<file path="src/hw/rtl/tbit_pkg.sv">
// Shared types and constants for the time base and interval timers block.
// No dependencies; imported by tbit_divider and the top level of the block.
`default_nettype none

package tbit_pkg;

    // input item function codes
    localparam logic [2:0] FUNC_ADVANCE    = 3'd0;
    localparam logic [2:0] FUNC_WRITE_PIT  = 3'd1;
    localparam logic [2:0] FUNC_WRITE_STAT = 3'd2;
    localparam logic [2:0] FUNC_WRITE_TBL  = 3'd3;
    localparam logic [2:0] FUNC_WRITE_TBU  = 3'd4;

    // configuration register indexes
    localparam logic [2:0] CFG_PIT_IRQ_EN  = 3'd0;
    localparam logic [2:0] CFG_FIT_IRQ_EN  = 3'd1;
    localparam logic [2:0] CFG_AUTO_RELOAD = 3'd2;
    localparam logic [2:0] CFG_FIT_PERIOD  = 3'd3;

    // watched time base bit = FIT_BASE_BIT + 4 * period select
    localparam logic [4:0] FIT_BASE_BIT = 5'd8;

    localparam int DIV_W = 32;
    localparam int DIV_CNT_W = $clog2(DIV_W);

    typedef enum logic [1:0] {
        ST_IDLE,
        ST_CALC,
        ST_DIV,
        ST_FINISH
    } state_t;

    typedef struct packed {
        logic start;
    } div_ctrl_t;

    typedef struct packed {
        logic busy;
        logic done;
    } div_stat_t;

endpackage

`default_nettype wire

</file>
<file path="src/hw/rtl/tbit_divider.sv">
// Serial restoring divider, one quotient bit per cycle, remainder only.
// Depends on tbit_pkg.
`default_nettype none

module tbit_divider (
    input  wire logic                     aclk,
    input  wire logic                     aresetn,
    input  wire tbit_pkg::div_ctrl_t      ctrl,
    input  wire logic [tbit_pkg::DIV_W-1:0] dividend,
    input  wire logic [tbit_pkg::DIV_W-1:0] divisor,
    output tbit_pkg::div_stat_t           stat,
    output logic [tbit_pkg::DIV_W-1:0]    remainder
);
    import tbit_pkg::*;

    logic [DIV_W-1:0]     dvd_reg;
    logic [DIV_W-1:0]     dsr_reg;
    logic [DIV_W-1:0]     rem_reg;
    logic [DIV_W-1:0]     rem_next;
    logic [DIV_CNT_W-1:0] cnt_reg;
    logic                 busy_reg;
    logic                 done_reg;
    logic [DIV_W:0]       trial;
    logic [DIV_W:0]       diff;

    always_comb begin
        trial = {rem_reg, dvd_reg[DIV_W-1]};
        diff  = trial - {1'b0, dsr_reg};
        if (!diff[DIV_W]) begin
            rem_next = diff[DIV_W-1:0];
        end else begin
            rem_next = trial[DIV_W-1:0];
        end
    end

    always_ff @(posedge aclk) begin
        if (!aresetn) begin
            busy_reg <= 1'b0;
            done_reg <= 1'b0;
        end else begin
            done_reg <= 1'b0;
            if (ctrl.start) begin
                busy_reg <= 1'b1;
            end else if (busy_reg && cnt_reg == '0) begin
                busy_reg <= 1'b0;
                done_reg <= 1'b1;
            end
        end
    end

    always_ff @(posedge aclk) begin
        if (ctrl.start) begin
            dvd_reg <= dividend;
            dsr_reg <= divisor;
            rem_reg <= '0;
            cnt_reg <= DIV_CNT_W'(DIV_W - 1);
        end else if (busy_reg) begin
            dvd_reg <= {dvd_reg[DIV_W-2:0], 1'b0};
            rem_reg <= rem_next;
            cnt_reg <= cnt_reg - 1'b1;
        end
    end

    assign stat.busy = busy_reg;
    assign stat.done = done_reg;
    assign remainder = rem_reg;

endmodule

`default_nettype wire

</file>
<file path="src/hw/rtl/time_base_interval_timers_top.sv">
// Top level: time base, interval timers, sequencer and result register.
// Depends on tbit_pkg and tbit_divider.
//
//  channel | ports                                   | dir
//  s_      | s_valid s_ready s_func s_tick_count ... | in
//  m_      | m_valid m_ready m_time_base_now ...     | out
//  cfg_    | cfg_valid cfg_ready cfg_index cfg_data  | in
//
// Writes and advances without reload go through capture, update and result
// load. An advance that expires the timer with auto reload runs the 32-step
// serial divider for the overshoot modulo. One item at a time; s_ready is
// low until the result is loaded into the output register. A stalled result
// holds there while the next item is taken. Reset is synchronous and needs
// no clearing pass.
`default_nettype none

module time_base_interval_timers_top (
    input  wire logic        aclk,
    input  wire logic        aresetn,
    input  wire logic        s_valid,
    output logic             s_ready,
    input  wire logic [2:0]  s_func,
    input  wire logic [31:0] s_tick_count,
    input  wire logic [31:0] s_write_value,
    output logic             m_valid,
    input  wire logic        m_ready,
    output logic [63:0]      m_time_base_now,
    output logic [31:0]      m_pit_count_now,
    output logic             m_pit_status_now,
    output logic             m_fit_status_now,
    output logic             m_pit_irq,
    output logic             m_fit_irq,
    input  wire logic        cfg_valid,
    output logic             cfg_ready,
    input  wire logic [2:0]  cfg_index,
    input  wire logic [31:0] cfg_data
);
    import tbit_pkg::*;

    state_t      state_reg, state_next;

    logic        pit_irq_en_reg;
    logic        fit_irq_en_reg;
    logic        auto_reload_reg;
    logic [1:0]  fit_sel_reg;

    logic [63:0] time_base_reg;
    logic [31:0] pit_counter_reg;
    logic [31:0] pit_reload_reg;
    logic        pit_status_reg;
    logic        fit_status_reg;

    logic [2:0]  func_reg;
    logic [31:0] tick_reg;
    logic [31:0] wval_reg;

    logic        m_valid_reg;
    logic        out_free;
    logic        load_out;

    logic [63:0] tb_sum;
    logic [31:0] over;
    logic        expire;
    logic        need_div;
    logic [4:0]  fit_idx;
    logic        fit_rise;

    div_ctrl_t   div_ctrl;
    div_stat_t   div_stat;
    logic [31:0] div_rem;

    tbit_divider u_div (
        .aclk      (aclk),
        .aresetn   (aresetn),
        .ctrl      (div_ctrl),
        .dividend  (over),
        .divisor   (pit_reload_reg),
        .stat      (div_stat),
        .remainder (div_rem)
    );

    always_comb begin
        tb_sum   = time_base_reg + {32'd0, tick_reg};
        over     = tick_reg - pit_counter_reg;
        expire   = (pit_counter_reg != '0) && (tick_reg >= pit_counter_reg);
        need_div = (func_reg == FUNC_ADVANCE) && expire && auto_reload_reg
                   && (pit_reload_reg != '0);
        fit_idx  = FIT_BASE_BIT + {1'b0, fit_sel_reg, 2'b00};
        fit_rise = !time_base_reg[fit_idx] && tb_sum[fit_idx];
        out_free = !m_valid_reg || m_ready;
    end

    always_ff @(posedge aclk) begin
        if (!aresetn) begin
            state_reg <= ST_IDLE;
        end else begin
            state_reg <= state_next;
        end
    end

    always_comb begin
        state_next     = state_reg;
        s_ready        = 1'b0;
        div_ctrl.start = 1'b0;
        load_out       = 1'b0;
        unique case (state_reg)
            ST_IDLE: begin
                s_ready = 1'b1;
                if (s_valid) begin
                    state_next = ST_CALC;
                end
            end
            ST_CALC: begin
                if (need_div) begin
                    div_ctrl.start = 1'b1;
                    state_next     = ST_DIV;
                end else begin
                    state_next = ST_FINISH;
                end
            end
            ST_DIV: begin
                if (div_stat.done) begin
                    state_next = ST_FINISH;
                end
            end
            ST_FINISH: begin
                if (out_free) begin
                    load_out   = 1'b1;
                    state_next = ST_IDLE;
                end
            end
            default: state_next = ST_IDLE;
        endcase
    end

    always_ff @(posedge aclk) begin
        if (s_valid && s_ready) begin
            func_reg <= s_func;
            tick_reg <= s_tick_count;
            wval_reg <= s_write_value;
        end
    end

    // timer state
    always_ff @(posedge aclk) begin
        if (!aresetn) begin
            time_base_reg   <= '0;
            pit_counter_reg <= '0;
            pit_reload_reg  <= '0;
            pit_status_reg  <= 1'b0;
            fit_status_reg  <= 1'b0;
        end else if (state_reg == ST_CALC) begin
            case (func_reg)
                FUNC_ADVANCE: begin
                    time_base_reg <= tb_sum;
                    if (expire) begin
                        pit_status_reg <= 1'b1;
                        if (!need_div) begin
                            pit_counter_reg <= '0;
                        end
                    end else if (pit_counter_reg != '0) begin
                        pit_counter_reg <= pit_counter_reg - tick_reg;
                    end
                    if (fit_rise) begin
                        fit_status_reg <= 1'b1;
                    end
                end
                FUNC_WRITE_PIT: begin
                    pit_counter_reg <= wval_reg;
                    pit_reload_reg  <= wval_reg;
                end
                FUNC_WRITE_STAT: begin
                    pit_status_reg <= wval_reg[0];
                    fit_status_reg <= wval_reg[1];
                end
                FUNC_WRITE_TBL: time_base_reg[31:0]  <= wval_reg;
                FUNC_WRITE_TBU: time_base_reg[63:32] <= wval_reg;
                default: ;
            endcase
        end else if (state_reg == ST_DIV && div_stat.done) begin
            pit_counter_reg <= pit_reload_reg - div_rem;
        end
    end

    // configuration registers
    assign cfg_ready = 1'b1;

    always_ff @(posedge aclk) begin
        if (!aresetn) begin
            pit_irq_en_reg  <= 1'b0;
            fit_irq_en_reg  <= 1'b0;
            auto_reload_reg <= 1'b0;
            fit_sel_reg     <= 2'd0;
        end else if (cfg_valid && cfg_ready) begin
            unique case (cfg_index)
                CFG_PIT_IRQ_EN:  pit_irq_en_reg  <= cfg_data[0];
                CFG_FIT_IRQ_EN:  fit_irq_en_reg  <= cfg_data[0];
                CFG_AUTO_RELOAD: auto_reload_reg <= cfg_data[0];
                CFG_FIT_PERIOD:  fit_sel_reg     <= cfg_data[1:0];
                default: ;
            endcase
        end
    end

    // result register
    always_ff @(posedge aclk) begin
        if (!aresetn) begin
            m_valid_reg <= 1'b0;
        end else if (load_out) begin
            m_valid_reg <= 1'b1;
        end else if (m_ready) begin
            m_valid_reg <= 1'b0;
        end
    end

    always_ff @(posedge aclk) begin
        if (load_out) begin
            m_time_base_now  <= time_base_reg;
            m_pit_count_now  <= pit_counter_reg;
            m_pit_status_now <= pit_status_reg;
            m_fit_status_now <= fit_status_reg;
            m_pit_irq        <= pit_status_reg & pit_irq_en_reg;
            m_fit_irq        <= fit_status_reg & fit_irq_en_reg;
        end
    end

    assign m_valid = m_valid_reg;

endmodule

`default_nettype wire

</file>
<file path="config.mk">
export PLATFORM = sky130hd
export DESIGN_NAME = time_base_interval_timers_top
export DESIGN_NICKNAME = d
export VERILOG_FILES = /design/src/hw/rtl/tbit_pkg.sv /design/src/hw/rtl/tbit_divider.sv /design/src/hw/rtl/time_base_interval_timers_top.sv
export SDC_FILE = /design/constraint.sdc
export NUM_CORES = 1
export LEC_CHECK = 0
export ABC_AREA = 1
export BUFFER_PORTS_ARGS = -buffer_cell sky130_fd_sc_hd__buf_2
export CELL_PAD_IN_SITES_DETAIL_PLACEMENT = 2
export CELL_PAD_IN_SITES_GLOBAL_PLACEMENT = 2
export CORE_ASPECT_RATIO = 0.5
export CORE_UTILIZATION = 38
export DETAILED_ROUTE_END_ITERATION = 10
export GPL_TIMING_DRIVEN = 0
export MAX_ROUTING_LAYER = met4
export PLACE_DENSITY = 0.84
export SLEW_MARGIN = 20
export SYNTH_ARGS = -nofsm -noshare
export SYNTH_HDL_FRONTEND = slang
export SYNTH_HIERARCHICAL = 1
export SYNTH_SLANG_ARGS = --single-unit
</file>
<file path="constraint.sdc">
create_clock -name aclk -period 16.6 [get_ports aclk]
set_input_delay 3.32 -clock aclk [delete_from_list [all_inputs] [get_ports aclk]]
set_output_delay 3.32 -clock aclk [all_outputs]
set_load 0.05 [all_outputs]
</file>
==> results.md <==
- Status: finished clean
- Period utilization: slightly below 30%
- Post-Layout Cell Count: 5304
- Remaining DRCs: 0
- Initial antenna violation count: 6
- Synth Net Count: around 4300
- Worst setup SP type: register
- Clk sinks: around 410
- CP required: around 13 ns
- Cts repair resizes: 0
- VDD IR-drop max: around 0.09 mV
- Placed Area: a little over 30000 um^2
- Core ar.: a little over 70000 um^2
- Starting Density: slightly below 40%
- Router iterations before antenna repair: 5
- RSZ-0062 raised after global routing: no
- # IOs: 210
- Hold Path Stages: 0
- Fin crit period: 4.911 ns
- CTS tree: yes
- Max frequency: about 200 MHz
- Worst Path Class, Setup: reg2out
- H-tree depth: 2
- Port Buffers: between 150 and 200
- DIE AREA: between 70000 and 80000 um^2
- Clk slew on worst S/H paths: ~0.07 ns
- Filler cells: just under 9000
- Met2 WL post-DR: a little over 70000 um
- Design Area, Final: approximately 32000 um^2
- Clock Path Buffers: 3
- Die Ht: 193.9 um
- Skew-Pair Late Insertion Delay: about 0.63 ns
- Vias in the first global route: between 30000 and 40000
- Static Leak: between 15 and 20 nW
- Layout cell share with drive strength beyond 1: 8.278%
- Highest Signal Layer: met4
- Mapped Cells: 4071
- Clock skew: 0.04756 ns
- Met1 wire length: between 50000 and 60000 um
- Type of the worst min-delay path: reg2reg
- Synth-to-Final Area Change: 13.50%
- Slew @ Worst Pin: between 1 and 1.5 ns
- Hold slack final: 0.4811 ns
- Final Max Slew Viols: 0
- Cts hold-fix bufs: 0
- Largest net degree at the start of global routing: 50
- Critical Path AT: 1.59 ns
- FF-to-FF path depth: 16
- CTS Root Cell: clkbuf_16
- Post-route setup TNS: 0 ns
- Max_cap viols: 0
- Post-Synthesis Cell Area: 27990 um^2
- Post-detail-place hpwl: 111500 um
- Met3 WL: ~7700 um
- Final setup violation count: 0
- Post-Route WL: about 140000 um
- Site Rows: a little under 70
- RePlAce Congestion: around 0.94
- P per Cell Area: 130.0 nW/um^2
- DR iter-0 viols: 2127
- Syn Area/Cell: between 6 and 7 um^2
- Grt total ovfl: 0
- YS warnings: 6
- Post CTS Setup Buffer Count: 0
- Worst Path Max Fanout: 5
- Die width: around 390 um
- Rel. slew slack: between 20 and 25%
- CP Capture Type: output port
- Vias per cell: 5.672
- WL/cell: between 20 and 30 um
- Vias post-DR: approximately 30000
- Global-route wire length before repair: ~210000 um
- Fin. Hold Viols: 0
- Layout Nets: 4577
- Total power: between 0.004 and 0.005 W
- Global Route Usage Sum: between 30% and 40%
- Post-DRT Antenna Nets: 0
- CTS Buf Count: 43
- Dpl cells: between 5000 and 6000
## path summary, 6_finish.rpt
path,startpoint,end,slack (ns)
min,pit_counter_reg[31],m_pit_count_now[31],0.48
max,state_reg[0],s_ready,11.69
max reg2reg,tick_reg[0],u_div/dvd_reg[30],12.10
min reg2reg,pit_counter_reg[31],m_pit_count_now[31],0.48
## through the flow
step	util [%]	worst slack (ns)
global route	44.17	11.60
CTS	44.13	11.67
detailed placement	42.12	11.43
finish	44.17	11.69
global placement	41.82	5.020
floorplan	-	7.848
## layout make-up
type | instances | area (um^2) | area share, %
repair buffers | 186 | 1095 | 3.446
clock inverters | 22 | 256.5 | 0.8074
well taps | 958 | 1199 | 3.773
multi-input cells | 2882 | 14480 | 45.59
clock buffers | 58 | 1184 | 3.726
plain buffers | 96 | 474.2 | 1.493
inverters | 685 | 2575 | 8.106
diodes | 9 | 22.52 | 0.07090
flip-flops and latches | 408 | 10480 | 32.99
## critical path: stages (launching register included)
cell and delay [ns]:
dfxtp_1 0.41, inv_1 0.10, ha_1 0.25, buf_2 0.22
## routing by layer
metal / vias up / global-route usage, %
met3: 334 / 5.098
li1: 13490 / -
met5: - / -
met4: 0 / 15.49
met1: 15220 / 45.92
met2: 1045 / 66.80
## where the power goes
part / leakage [nW] / internal [W] / switching, W / total (W)
Clock: 0.703 / 0.000559 / 0.000491 / 0.00105
Sequential: 3.58 / 0.00120 / 0.000138 / 0.00134
Combinational: 11.1 / 0.000435 / 0.00131 / 0.00174
## cells in the final DEF, fill, tap and decap left out, types with 67 or more instances in the layout
master       n
edfxtp_1   231
clkbuf_1    67
o21ai_0    150
a21oi_1    346
ha_1       163
inv_1      664
buf_2      190
dfxtp_1    177
nand2_1   1255
nand3_1    258
nor2_1     349
(Power assumes the default switching activity.)
